==> config.mk <==
export PLATFORM = sky130hd
export DESIGN_NAME = incremental_pid_controller_core
export DESIGN_NICKNAME = d
export VERILOG_FILES = /design/src/hdl/ipid_pkg.sv /design/src/hdl/incremental_pid_controller_core.sv /design/src/hdl/ipid_front.sv /design/src/hdl/ipid_queue.sv /design/src/hdl/ipid_back.sv
export SDC_FILE = /design/constraint.sdc
export NUM_CORES = 2
export LEC_CHECK = 0
export ABC_AREA = 1
export ABC_CLOCK_PERIOD_IN_PS = 7450
export BUFFER_PORTS_ARGS = -buffer_cell sky130_fd_sc_hd__buf_2
export CORE_MARGIN = 2
export CORE_UTILIZATION = 30
export CTS_CLUSTER_SIZE = 28
export DETAILED_ROUTE_END_ITERATION = 8
export GPL_TIMING_DRIVEN = 0
export PLACE_DENSITY_LB_ADDON = 0.3
export SLEW_MARGIN = 20
export SYNTH_ARGS = -nofsm -noshare
export SYNTH_HDL_FRONTEND = slang
export SYNTH_HIERARCHICAL = 1
export SYNTH_SLANG_ARGS = --single-unit
export TNS_END_PERCENT = 5
==> constraint.sdc <==
create_clock -name clk_i -period 7.45 [get_ports clk_i]
set_clock_uncertainty 0.15 [all_clocks]
set_input_delay 1.49 -clock clk_i [delete_from_list [all_inputs] [get_ports clk_i]]
set_output_delay 1.49 -clock clk_i [all_outputs]
set_load 0.05 [all_outputs]
==> src/hdl/ipid_pkg.sv <==
// Shared types, widths and constants of the incremental PID controller.
`default_nettype none

package ipid_pkg;

  // Field and datapath widths
  localparam int SAMPLE_BITS    = 10;
  localparam int GAIN_FRAC_BITS = 16;
  localparam int OUT_FRAC_BITS  = 16;
  localparam int GAIN_W         = 20;
  localparam int OUT_W          = 32;
  localparam int ERR_W          = SAMPLE_BITS + 2;
  localparam int D1_W           = ERR_W + 1;
  localparam int D2_W           = ERR_W + 2;
  localparam int PROD_W         = GAIN_W + 1 + D2_W;
  localparam int DELTA_W        = PROD_W + 2;
  localparam int UP_SHIFT       = (OUT_FRAC_BITS > GAIN_FRAC_BITS) ?
                                  (OUT_FRAC_BITS - GAIN_FRAC_BITS) : 0;
  localparam int DN_SHIFT       = (GAIN_FRAC_BITS > OUT_FRAC_BITS) ?
                                  (GAIN_FRAC_BITS - OUT_FRAC_BITS) : 0;
  localparam int SCALE_W        = DELTA_W + UP_SHIFT;
  localparam int SUM_W          = ((SCALE_W > OUT_W) ? SCALE_W : OUT_W) + 1;

  // Stream and config port widths
  localparam int IN_TDATA_W     = ((SAMPLE_BITS + 1 + 7) / 8) * 8;
  localparam int CFG_IDX_W      = 2;
  localparam int CFG_DATA_W     = GAIN_W;

  // Queue between front and back
  localparam int Q_DEPTH        = 4;
  localparam int Q_PTR_W        = $clog2(Q_DEPTH);
  localparam int Q_CNT_W        = $clog2(Q_DEPTH + 1);

  // Symmetric clamp limit of the accumulator
  localparam logic signed [OUT_W-1:0] ACC_MAX = {1'b0, {(OUT_W-1){1'b1}}};

  // Register reset values
  localparam logic [SAMPLE_BITS-1:0] TARGET_RST = '0;
  localparam logic [GAIN_W-1:0]      GAIN_P_RST = GAIN_W'(23593);
  localparam logic [GAIN_W-1:0]      GAIN_I_RST = GAIN_W'(367);
  localparam logic [GAIN_W-1:0]      GAIN_D_RST = GAIN_W'(1769);

  typedef enum logic [CFG_IDX_W-1:0] {
    CFG_TARGET = 2'd0,
    CFG_GAIN_P = 2'd1,
    CFG_GAIN_I = 2'd2,
    CFG_GAIN_D = 2'd3
  } cfg_idx_e;

  typedef struct packed {
    logic [GAIN_W-1:0] kp;
    logic [GAIN_W-1:0] ki;
    logic [GAIN_W-1:0] kd;
  } gains_t;

  // One classified request as it waits in the queue
  typedef struct packed {
    logic                    clear;
    logic                    pass;
    logic signed [ERR_W-1:0] err;
    logic signed [D1_W-1:0]  d1;
    logic signed [D2_W-1:0]  d2;
  } item_t;

  typedef struct packed {
    logic               full;
    logic               empty;
    logic [Q_CNT_W-1:0] count;
  } qstat_t;

endpackage

`default_nettype wire

==> src/hdl/incremental_pid_controller_core.sv <==
// Path: a request passes the queue, then the product, increment and output registers.
// Throughput: one sample per cycle while m_axis is not stalled; the accumulator add
// and clamp close their loop through the accumulator register in the back end.
// Reset: gains and target go to their defaults, error history and
// accumulator clear to zero, the request queue and pipeline empty.
`default_nettype none

module incremental_pid_controller_core (
  input  wire                                 clk_i,
  input  wire                                 rst_ni,
  // Config write port
  input  wire                                 cfg_we_i,
  input  wire [ipid_pkg::CFG_IDX_W-1:0]       cfg_idx_i,
  input  wire [ipid_pkg::CFG_DATA_W-1:0]      cfg_data_i,
  // Sample stream
  input  wire                                 s_axis_tvalid,
  output logic                                s_axis_tready,
  input  wire [ipid_pkg::IN_TDATA_W-1:0]      s_axis_tdata,  // light_sample, edge_side, zero pad
  input  wire [0:0]                           s_axis_tuser,  // mode
  // Drive stream
  output logic                                m_axis_tvalid,
  input  wire                                 m_axis_tready,
  output logic [ipid_pkg::OUT_W-1:0]          m_axis_tdata,  // drive_value
  output logic [0:0]                          m_axis_tuser   // saturated
);
  import ipid_pkg::*;

  logic [SAMPLE_BITS-1:0] target_q;
  gains_t                 gains_q;
  qstat_t                 q_stat;
  item_t                  front_item;
  item_t                  back_item;
  logic                   q_push;
  logic                   q_pop;
  logic                   sat;

  // Config registers
  always_ff @(posedge clk_i or negedge rst_ni) begin
    if (!rst_ni) begin
      target_q   <= TARGET_RST;
      gains_q.kp <= GAIN_P_RST;
      gains_q.ki <= GAIN_I_RST;
      gains_q.kd <= GAIN_D_RST;
    end else if (cfg_we_i) begin
      case (cfg_idx_e'(cfg_idx_i))
        CFG_TARGET: target_q   <= cfg_data_i[SAMPLE_BITS-1:0];
        CFG_GAIN_P: gains_q.kp <= cfg_data_i[GAIN_W-1:0];
        CFG_GAIN_I: gains_q.ki <= cfg_data_i[GAIN_W-1:0];
        CFG_GAIN_D: gains_q.kd <= cfg_data_i[GAIN_W-1:0];
        default: ;
      endcase
    end
  end

  ipid_front u_front (
    .clk_i      (clk_i),
    .rst_ni     (rst_ni),
    .in_valid_i (s_axis_tvalid),
    .in_ready_o (s_axis_tready),
    .mode_i     (s_axis_tuser[0]),
    .sample_i   (s_axis_tdata[SAMPLE_BITS-1:0]),
    .edge_i     (s_axis_tdata[SAMPLE_BITS]),
    .target_i   (target_q),
    .qstat_i    (q_stat),
    .push_o     (q_push),
    .item_o     (front_item)
  );

  ipid_queue u_queue (
    .clk_i  (clk_i),
    .rst_ni (rst_ni),
    .push_i (q_push),
    .item_i (front_item),
    .pop_i  (q_pop),
    .item_o (back_item),
    .stat_o (q_stat)
  );

  ipid_back u_back (
    .clk_i       (clk_i),
    .rst_ni      (rst_ni),
    .qstat_i     (q_stat),
    .item_i      (back_item),
    .gains_i     (gains_q),
    .pop_o       (q_pop),
    .out_valid_o (m_axis_tvalid),
    .out_ready_i (m_axis_tready),
    .drive_o     (m_axis_tdata),
    .sat_o       (sat)
  );

  assign m_axis_tuser[0] = sat;

  // A clipped result sits exactly at one of the clamp limits
  a_sat_at_limit: assert property (@(posedge clk_i) disable iff (!rst_ni)
    m_axis_tvalid && m_axis_tuser[0] |->
      ($signed(m_axis_tdata) == ACC_MAX) || ($signed(m_axis_tdata) == -ACC_MAX))
    else $error("saturated result not at clamp limit");

  // Symmetric clamp never lets the most negative code out
  a_no_min_code: assert property (@(posedge clk_i) disable iff (!rst_ni)
    m_axis_tvalid |-> (m_axis_tdata != {1'b1, {(OUT_W-1){1'b0}}}))
    else $error("drive value outside symmetric range");

  // Back end only pops a queue that holds something
  a_pop_nonempty: assert property (@(posedge clk_i) disable iff (!rst_ni)
    q_pop |-> !q_stat.empty)
    else $error("queue popped while empty");

  // Fill count rises by one on a push without a pop
  a_count_track: assert property (@(posedge clk_i) disable iff (!rst_ni)
    q_push && !q_pop |=> q_stat.count == $past(q_stat.count) + 1'b1)
    else $error("queue count did not follow push");

endmodule

`default_nettype wire

==> src/hdl/ipid_front.sv <==
// Front end: accepts samples, forms the error and its differences, keeps error history.
`default_nettype none

module ipid_front (
  input  wire                               clk_i,
  input  wire                               rst_ni,
  input  wire                               in_valid_i,
  output logic                              in_ready_o,
  input  wire                               mode_i,
  input  wire [ipid_pkg::SAMPLE_BITS-1:0]   sample_i,
  input  wire                               edge_i,
  input  wire [ipid_pkg::SAMPLE_BITS-1:0]   target_i,
  input  ipid_pkg::qstat_t                  qstat_i,
  output logic                              push_o,
  output ipid_pkg::item_t                   item_o
);
  import ipid_pkg::*;

  logic                    accept;
  logic signed [ERR_W-1:0] err;
  logic signed [ERR_W-1:0] e1_q, e1_d;
  logic signed [ERR_W-1:0] e2_q, e2_d;

  assign in_ready_o = !qstat_i.full;
  assign accept     = in_valid_i && !qstat_i.full;
  assign push_o     = accept;

  // Error and its first and second differences
  always_comb begin
    err = $signed({2'b00, target_i}) - $signed({2'b00, sample_i});
    item_o.clear = mode_i;
    item_o.pass  = edge_i;
    item_o.err   = err;
    item_o.d1    = D1_W'(err) - D1_W'(e1_q);
    item_o.d2    = D2_W'(err) - (D2_W'(e1_q) <<< 1) + D2_W'(e2_q);
  end

  // History update; a clear request zeroes it
  always_comb begin
    e1_d = e1_q;
    e2_d = e2_q;
    if (accept) begin
      if (mode_i) begin
        e1_d = '0;
        e2_d = '0;
      end else begin
        e1_d = err;
        e2_d = e1_q;
      end
    end
  end

  always_ff @(posedge clk_i or negedge rst_ni) begin
    if (!rst_ni) begin
      e1_q <= '0;
      e2_q <= '0;
    end else begin
      e1_q <= e1_d;
      e2_q <= e2_d;
    end
  end

endmodule

`default_nettype wire

==> src/hdl/ipid_queue.sv <==
// Short request queue between the front end and the back end.
`default_nettype none

module ipid_queue (
  input  wire                  clk_i,
  input  wire                  rst_ni,
  input  wire                  push_i,
  input  ipid_pkg::item_t      item_i,
  input  wire                  pop_i,
  output ipid_pkg::item_t      item_o,
  output ipid_pkg::qstat_t     stat_o
);
  import ipid_pkg::*;

  item_t              mem_q [Q_DEPTH];
  logic [Q_PTR_W-1:0] wr_ptr_q, wr_ptr_d;
  logic [Q_PTR_W-1:0] rd_ptr_q, rd_ptr_d;
  logic [Q_CNT_W-1:0] cnt_q, cnt_d;

  assign stat_o.count = cnt_q;
  assign stat_o.full  = (cnt_q == Q_CNT_W'(Q_DEPTH));
  assign stat_o.empty = (cnt_q == '0);
  assign item_o       = mem_q[rd_ptr_q];

  // Pointer and fill count
  always_comb begin
    wr_ptr_d = wr_ptr_q;
    rd_ptr_d = rd_ptr_q;
    cnt_d    = cnt_q;
    if (push_i) wr_ptr_d = wr_ptr_q + 1'b1;
    if (pop_i)  rd_ptr_d = rd_ptr_q + 1'b1;
    if (push_i && !pop_i) cnt_d = cnt_q + 1'b1;
    else if (!push_i && pop_i) cnt_d = cnt_q - 1'b1;
  end

  always_ff @(posedge clk_i or negedge rst_ni) begin
    if (!rst_ni) begin
      wr_ptr_q <= '0;
      rd_ptr_q <= '0;
      cnt_q    <= '0;
    end else begin
      wr_ptr_q <= wr_ptr_d;
      rd_ptr_q <= rd_ptr_d;
      cnt_q    <= cnt_d;
    end
  end

  // Storage, no reset
  always_ff @(posedge clk_i) begin
    if (push_i) mem_q[wr_ptr_q] <= item_i;
  end

endmodule

`default_nettype wire

==> src/hdl/ipid_back.sv <==
// Back end: gain products, increment sum, saturating accumulate and output register.
`default_nettype none

module ipid_back (
  input  wire                          clk_i,
  input  wire                          rst_ni,
  input  ipid_pkg::qstat_t             qstat_i,
  input  ipid_pkg::item_t              item_i,
  input  ipid_pkg::gains_t             gains_i,
  output logic                         pop_o,
  output logic                         out_valid_o,
  input  wire                          out_ready_i,
  output logic [ipid_pkg::OUT_W-1:0]   drive_o,
  output logic                         sat_o
);
  import ipid_pkg::*;

  localparam logic signed [SUM_W-1:0] SUM_MAX = SUM_W'(ACC_MAX);
  localparam logic signed [SUM_W-1:0] SUM_MIN = -SUM_W'(ACC_MAX);

  logic adv;

  // Stage 1: products
  logic                     v1_q;
  logic                     clr1_q, pass1_q;
  logic signed [PROD_W-1:0] pp_q, pi_q, pd_q;
  logic signed [PROD_W-1:0] pp_d, pi_d, pd_d;

  // Stage 2: increment
  logic                      v2_q;
  logic                      clr2_q, pass2_q;
  logic signed [DELTA_W-1:0] delta_q, delta_d;

  // Stage 3: accumulator and output register
  logic                      acc_en;
  logic signed [OUT_W-1:0]   acc_q, acc_d;
  logic signed [SCALE_W-1:0] scaled;
  logic signed [SUM_W-1:0]   sum;
  logic signed [SUM_W-1:0]   clamped;
  logic                      sat_d;
  logic signed [OUT_W-1:0]   drive_d;
  logic                      out_valid_q;
  logic [OUT_W-1:0]          drive_q;
  logic                      sat_q;

  // Whole pipe moves when the output register is free or drained
  assign adv         = !out_valid_q || out_ready_i;
  assign pop_o       = adv && !qstat_i.empty;
  assign out_valid_o = out_valid_q;
  assign drive_o     = drive_q;
  assign sat_o       = sat_q;

  // Gain products
  always_comb begin
    pp_d = $signed({1'b0, gains_i.kp}) * item_i.d1;
    pi_d = $signed({1'b0, gains_i.ki}) * item_i.err;
    pd_d = $signed({1'b0, gains_i.kd}) * item_i.d2;
  end

  // Increment in gain fraction bits
  assign delta_d = DELTA_W'(pp_q) + DELTA_W'(pi_q) + DELTA_W'(pd_q);

  // Rescale, accumulate and clamp
  always_comb begin
    scaled  = (SCALE_W'(delta_q) <<< UP_SHIFT) >>> DN_SHIFT;
    sum     = SUM_W'(acc_q) + SUM_W'(scaled);
    clamped = sum;
    sat_d   = 1'b0;
    if (sum > SUM_MAX) begin
      clamped = SUM_MAX;
      sat_d   = 1'b1;
    end else if (sum < SUM_MIN) begin
      clamped = SUM_MIN;
      sat_d   = 1'b1;
    end
    if (clr2_q) begin
      acc_d = '0;
      sat_d = 1'b0;
    end else begin
      acc_d = OUT_W'(clamped);
    end
    drive_d = pass2_q ? acc_d : -acc_d;
    acc_en  = adv && v2_q;
  end

  // Control state
  always_ff @(posedge clk_i or negedge rst_ni) begin
    if (!rst_ni) begin
      v1_q        <= 1'b0;
      v2_q        <= 1'b0;
      out_valid_q <= 1'b0;
      acc_q       <= '0;
    end else begin
      if (adv) begin
        v1_q        <= pop_o;
        v2_q        <= v1_q;
        out_valid_q <= v2_q;
      end
      if (acc_en) acc_q <= acc_d;
    end
  end

  // Payload
  always_ff @(posedge clk_i) begin
    if (adv) begin
      pp_q    <= pp_d;
      pi_q    <= pi_d;
      pd_q    <= pd_d;
      clr1_q  <= item_i.clear;
      pass1_q <= item_i.pass;
      delta_q <= delta_d;
      clr2_q  <= clr1_q;
      pass2_q <= pass1_q;
    end
    if (acc_en) begin
      drive_q <= drive_d;
      sat_q   <= sat_d;
    end
  end

endmodule

`default_nettype wire

==> Yosys cells after proc, flatten, opt, wreduce, memory -nomap -nowiden <==
Memories as Yosys holds them, arrays and structs flattened.
Cells that the tools add are included.
{ "word_totals": {"register_bits": 312, "latchBits": 0, "ramBits": 164, "romBits": 0, "inputBits": 44, "output_inout_bits": 35, "wordCells": 75, "mem_count": 1} }
{ "op_classes": {"add_sub_neg": 12, "mul": 3, "div": 0, "n_lt_le_gt_ge": 2, "n_eq_ne": 4, "shift": 0, "mux": 12, "bitwise": 0, "reduce_logical": 18} }
{ "memory_table": {"columns": ["name", "words", "word_bits", "read_ports", "rd_clocked_by_memory_dff", "write_ports", "line", "rtl"], "rows": [
  ["u_queue.mem_q", 4, 41, 1, 0, 1, "ipid_queue.sv:15", "item_t mem_q [Q_DEPTH];"]
]} }
{ "op_table": {"columns": ["cell", "n"], "rows": [
  ["two-way mux 32 bit", 4],
  ["adder 32 x 37 -> 38 bit", 1],
  ["greater-than comparator 38 x 32 -> 1 bit (second input constant)", 1],
  ["less-than comparator 38 x 32 -> 1 bit (second input constant)", 1],
  ["adder 35 x 35 -> 36 bit", 1],
  ["adder 34 x 33 -> 35 bit", 1],
  ["multiplier 21 x 14 -> 35 bit", 1],
  ["multiplier 21 x 13 -> 34 bit", 1],
  ["multiplier 21 x 12 -> 33 bit", 1],
  ["negation 32 bit", 1],
  ["two-way mux 12 bit", 2],
  ["adder 14 x 12 -> 14 bit", 1],
  ["subtractor 11 x 13 -> 14 bit", 1],
  ["subtractor 11 x 12 -> 13 bit", 1],
  ["subtractor 10 x 10 -> 11 bit", 1],
  ["AND reduction 2 bit", 4],
  ["two-way mux 3 bit", 2],
  ["logical AND 1 bit", 5],
  ["zero test 1 bit", 5],
  ["adder 2 x 1 -> 2 bit (second input constant)", 2],
  ["equality test 2 bit (second input constant)", 2],
  ["two-way mux 1 bit", 4],
  ["adder 3 x 1 -> 3 bit (second input constant)", 1],
  ["equality test 3 bit (second input constant)", 1],
  ["other kinds (6)", 6]
]} }

==> Longest topological paths before layout <==
{ "logic_depth": {"word_depth": 7, "ltp_mapped": 36, "depth_no_buf": 34} }

==> Hierarchy <==
Netlist, hierarchy kept.
{ "by_module_without_submodules": {"columns": ["module", "instances", "cells_per_inst", "area_each_um2", "seq_area_each_um2"], "rows": [
  ["ipid_back", 1, 4710, 38753.4, 6130.9],
  ["ipid_queue", 1, 526, 6865.3, 5099.9],
  ["incremental_pid_controller_core", 1, 316, 2922.8, 1778.0],
  ["ipid_front", 1, 408, 2835.2, 550.5]
]} }

==> Worst setup path before layout <==
No wires, ideal clock.
{ "synth_timing": {"path_type": "register -> register", "from": "register u_queue.rd_ptr_q[0]", "to": "register u_back.pp_q[31] (data pin)", "setup_ps": 262, "arrival_time_ps": 6669, "t_required_ps": 7038, "slack_ps": 370, "stages_incl_launch_ff": 32, "n_path_buf": 3, "period_less_slack_ps": 7080, "path_cell_list": "dfrtp_1 -> buf_4 -> buf_2 -> nand2_1 -> o211ai_1 -> nand2_1 -> clkbuf_1 -> nand2_1 -> fa_1 -> inv_1 -> fa_1 -> fa_1 -> inv_1 -> fa_1 -> fa_1 -> inv_1 -> ha_1 -> ha_1 -> a21oi_1 -> nand2_1 -> a21o_1 -> a21oi_1 -> o21ai_1 -> a21boi_0 -> o21ai_1 -> a21oi_1 -> inv_1 -> a21oi_1 -> o21ai_1 -> a21boi_0 -> o21ai_1 -> xor2_1"} }
{ "synth_lines": {"columns": ["item", "line", "rtl"], "rows": [
  ["start: declaration", "ipid_queue.sv:17", "logic [Q_PTR_W-1:0] rd_ptr_q, rd_ptr_d;"],
  ["start signal: assignment", "ipid_queue.sv:43", "rd_ptr_q <= rd_ptr_d;"],
  ["end signal: assignment", "ipid_back.sv:106", "pp_q <= pp_d;"],
  ["end: declaration", "ipid_back.sv:26", "logic signed [PROD_W-1:0] pp_q, pi_q, pd_q;"]
]} }

==> impl_metrics.env <==
export IMPL_status="finished, final reports clean"
export IMPL_area_growth_pct=11.3
export IMPL_rr_endpoint="u_back/pd_q[32]"
export IMPL_tritoncts_num_buffers=52
export IMPL_dp_hpwl_mm=122
export IMPL_worstPathMaxFanout=10
export IMPL_grt_setup_unrepaired="true"
export IMPL_pre_cts_ws_ps=-1260
export IMPL_ys_ff_latch=473
export IMPL_tritoncts="done"
export IMPL_ant_nets=0
export IMPL_worst_setup_hold_path_clk_slew_ps=60
export IMPL_drtPass1Iterations=6
export IMPL_insertion_delay_ps=680
export IMPL_dr_first_iter_drc_count=2464
export IMPL_cells_after_synthesis=5960
export IMPL_multi_input_comb_area_sq_um=32200
export IMPL_seqCellArea_sq_um=13600
export IMPL_grt_pass1_wl_mm=230
export IMPL_clock_sink_count=473
export IMPL_critical_path_startpoint_type="flop"
export IMPL_cap_viol_max_count=0
export IMPL_die_width_um=418
export IMPL_initial_core_util_pct=30.3
export IMPL_slew_viol_final=0
export IMPL_crit_slowest_cell="sky130_fd_sc_hd__fa_1"
export IMPL_post_synth_num_cell_types=56
export IMPL_finalHoldViolations=0
export IMPL_floorplan_die_height_um=418
export IMPL_grt_remaining_overflow=0
export IMPL_timing_final_crit_period_ps=7210
export IMPL_grt_start_max_net_pins=86
export IMPL_cp_slowest_stage_delay_ps=560
export IMPL_num_nets_final=7232
export IMPL_floorplan_core_area_sq_um=170000
export IMPL_first_global_vias=39500
export IMPL_wire_per_inst_um=17.5
export IMPL_finalCritPeriodShare_pct=96.7
export IMPL_hold_buffers=0
export IMPL_max_clock_freq_ghz=0.139
export IMPL_crit_type="flop to flop"
export IMPL_synth_area_leaders="sky130_fd_sc_hd__fa_1, sky130_fd_sc_hd__edfxtp_1, sky130_fd_sc_hd__nand2_1"
export IMPL_worst_pin_slew_ps=861
export IMPL_synth_warnings=6
export IMPL_crit_arrival_ps=7430
export IMPL_drive_gt1_share_pct=8.76
export IMPL_total_die_area_sq_um=175000
export IMPL_worst_hold_path_type="flop to flop"
export IMPL_setup_reg_to_reg_worst_slack_ps=240
export IMPL_endpoint="u_back/pd_q[32]"
export IMPL_clockRootBuffer="sky130_fd_sc_hd__clkbuf_16"
export IMPL_core_rowCount=151
export IMPL_setup_worst_path_start="u_queue/rd_ptr_q[1]"
export IMPL_postSynthAreaPerCell_sq_um=8.62
export IMPL_antenna_found_initial=2
export IMPL_detail_route_vias_per_cell=4.61
export IMPL_place_congestion=0.926
export IMPL_worst_r2r_cell_count=31
export IMPL_r2r_start="u_queue/rd_ptr_q[1]"
export IMPL_crit_required_ps=7680
export IMPL_ioPinCount=79
export IMPL_grt_use_total_pct=17.1
export IMPL_routed_wirelength_mm=147
export IMPL_path_common_cell="sky130_fd_sc_hd__fa_1"
export IMPL_synth_largest_type_area_fraction_pct=25.1
export IMPL_cts_max_level=2
export IMPL_yosysTopAreaCell="sky130_fd_sc_hd__fa_1"
export IMPL_syn_num_nets=7081
export IMPL_post_synthesis_cell_area_sq_um=51400
export IMPL_fillers=17700
export IMPL_drc_errors=0
export IMPL_synth_seq_area_share_pct=26.4
export IMPL_clk_path_buf_depth=3
export IMPL_worst_slew_margin_rel_pct=42.4
export IMPL_detailroute_via_count=38600
export IMPL_post_layout_utilization_of_the_core_pct=33.7
export IMPL_end_kind="flop"
export IMPL_fin_ws_ps=244
export IMPL_io_buffers=70
export IMPL_setup_viol=0
[routing by layer]
metal	vias to the layer above	share of wire [%]	GRT usage, %
met2	875	45	27.3
met3	196	5.4	2.80
met4	2	3.5	5.40
li1	18600	-	-
met1	19000	46	23.5
met5	-	0.0095	0
[synth_stat cells, drive strengths merged]
cell / number
o311ai: 1
a21o: 9
o21a: 8
o221ai: 1
o211ai: 89
or2: 51
o21bai: 15
and2: 6
a31oi: 13
o21ai: 140
a211oi: 5
clkbuf: 152
edfxtp: 339
and3: 1
o31ai: 1
nand2: 1752
o211a: 1
nor2: 181
clkinv: 3
dfstp: 21
nand3b: 19
nand4: 92
xnor2: 56
fa: 644
buf: 68
nand3: 119
ha: 433
a221oi: 1
o22ai: 4
a21boi: 15
a21oi: 187
inv: 1294
xor2: 110
nor4: 3
nor3: 13
dfrtp: 113
[worst min-delay path by stage]
stage                              start             end  cells past startpoint  slack [ps]
after floorplan            u_back/clr1_q   u_back/clr2_q                      0         250
after global placement     u_back/clr1_q   u_back/clr2_q                      0         260
after detailed placement  u_back/pass1_q  u_back/pass2_q                      0         260
after CTS                  u_back/clr1_q   u_back/clr2_q                      0         280
after global routing       u_back/clr1_q   u_back/clr2_q                      0         300
final                      u_back/clr1_q   u_back/clr2_q                      0         270
[logic make-up after synthesis]
group                      share of synthesized area [%]
and+or+nand+nor                                     18.0
buffers and inverters                               11.4
adders and majority gates                           35.6
AOI/OAI and AO/OA                                   5.73
DFF                                                 26.4
xor gates and xnor gates                            2.83
[placed cells by master, fill, tap and decap left out, types with 19 or more instances in the layout]
| master | count |
|---|---|
| sky130_fd_sc_hd__nand4_1 | 92 |
| sky130_fd_sc_hd__or2_2 | 47 |
| sky130_fd_sc_hd__o21ai_1 | 21 |
| sky130_fd_sc_hd__clkbuf_2 | 23 |
| sky130_fd_sc_hd__dfstp_2 | 21 |
| sky130_fd_sc_hd__xnor2_1 | 56 |
| sky130_fd_sc_hd__dfrtp_1 | 112 |
| sky130_fd_sc_hd__xor2_1 | 110 |
| sky130_fd_sc_hd__o211ai_1 | 89 |
| sky130_fd_sc_hd__inv_1 | 1276 |
| sky130_fd_sc_hd__nor2_1 | 162 |
| sky130_fd_sc_hd__fa_1 | 643 |
| sky130_fd_sc_hd__nand3_1 | 112 |
| sky130_fd_sc_hd__ha_1 | 428 |
| sky130_fd_sc_hd__a21oi_1 | 173 |
| sky130_fd_sc_hd__edfxtp_1 | 339 |
| sky130_fd_sc_hd__nand2_1 | 1694 |
| sky130_fd_sc_hd__buf_2 | 110 |
| sky130_fd_sc_hd__o21ai_0 | 105 |
| sky130_fd_sc_hd__clkbuf_1 | 95 |
| sky130_fd_sc_hd__clkbuf_16 | 54 |
| sky130_fd_sc_hd__nand2_2 | 54 |
| sky130_fd_sc_hd__buf_4 | 46 |
| sky130_fd_sc_hd__nand3b_1 | 19 |
[area by class of cell]
class | count | area share (%)
multi-input cells | 3970 | 56.3
flip-flops and latches | 473 | 23.7
inverters | 1297 | 8.53
well taps | 2218 | 4.85
clock buffers | 67 | 2.50
plain buffers | 219 | 2.24
repair buffers | 98 | 1.24
clock inverters | 31 | 0.608
diodes | 3 | 0.0131
[worst max-delay path, delay by kind of cell, from the launching register on]
family	cells	cell delay, ps
buffers and inverters	8	1000
adder cells (fa/ha/maj)	7	3450
XOR/XNOR	1	170
flip-flops	1	330
AND/OR/NAND/NOR	9	940
AO/OA/AOI/OAI	6	850
[flip-flops by register name, summed over array words and instances (netlist names), 2 cells and up]
register,count
u_back/drive_o,32
u_back/pp_q,34
u_front/e1_q,11
u_back/delta_q,36
u_back/pi_q,33
u_back/pd_q,35
target_q,10
u_queue/cnt_q,3
u_queue/wr_ptr_q,2
u_queue/rd_ptr_q,2
gains_q,60
u_back/acc_q,32
u_front/e2_q,11
u_queue/mem_q,164
[through the flow]
stage	instance area (sq um)	hold slack [ps]	instances	setup TNS (ps)
final	57200	273	8376	0
after global routing	57200	299	8373	-180
after CTS	56800	278	8359	-53.6
after detailed placement	54700	262	8255	-20590
after global placement	54500	259	8248	-18010
after floorplan	51400	250	5960	0
[timing repair]
action                                  CTS  global route
endpoints found under the hold margin     0             0
gates resized for setup                 125           145
endpoints found under the setup margin   46            30
buffers inserted                          6            14
pin swaps                                 9            20
cloned                                    0             1
Power is left out: the tool's default activity adds up to more than one toggle a clock period on the data nets, which glitch-free logic cannot reach.
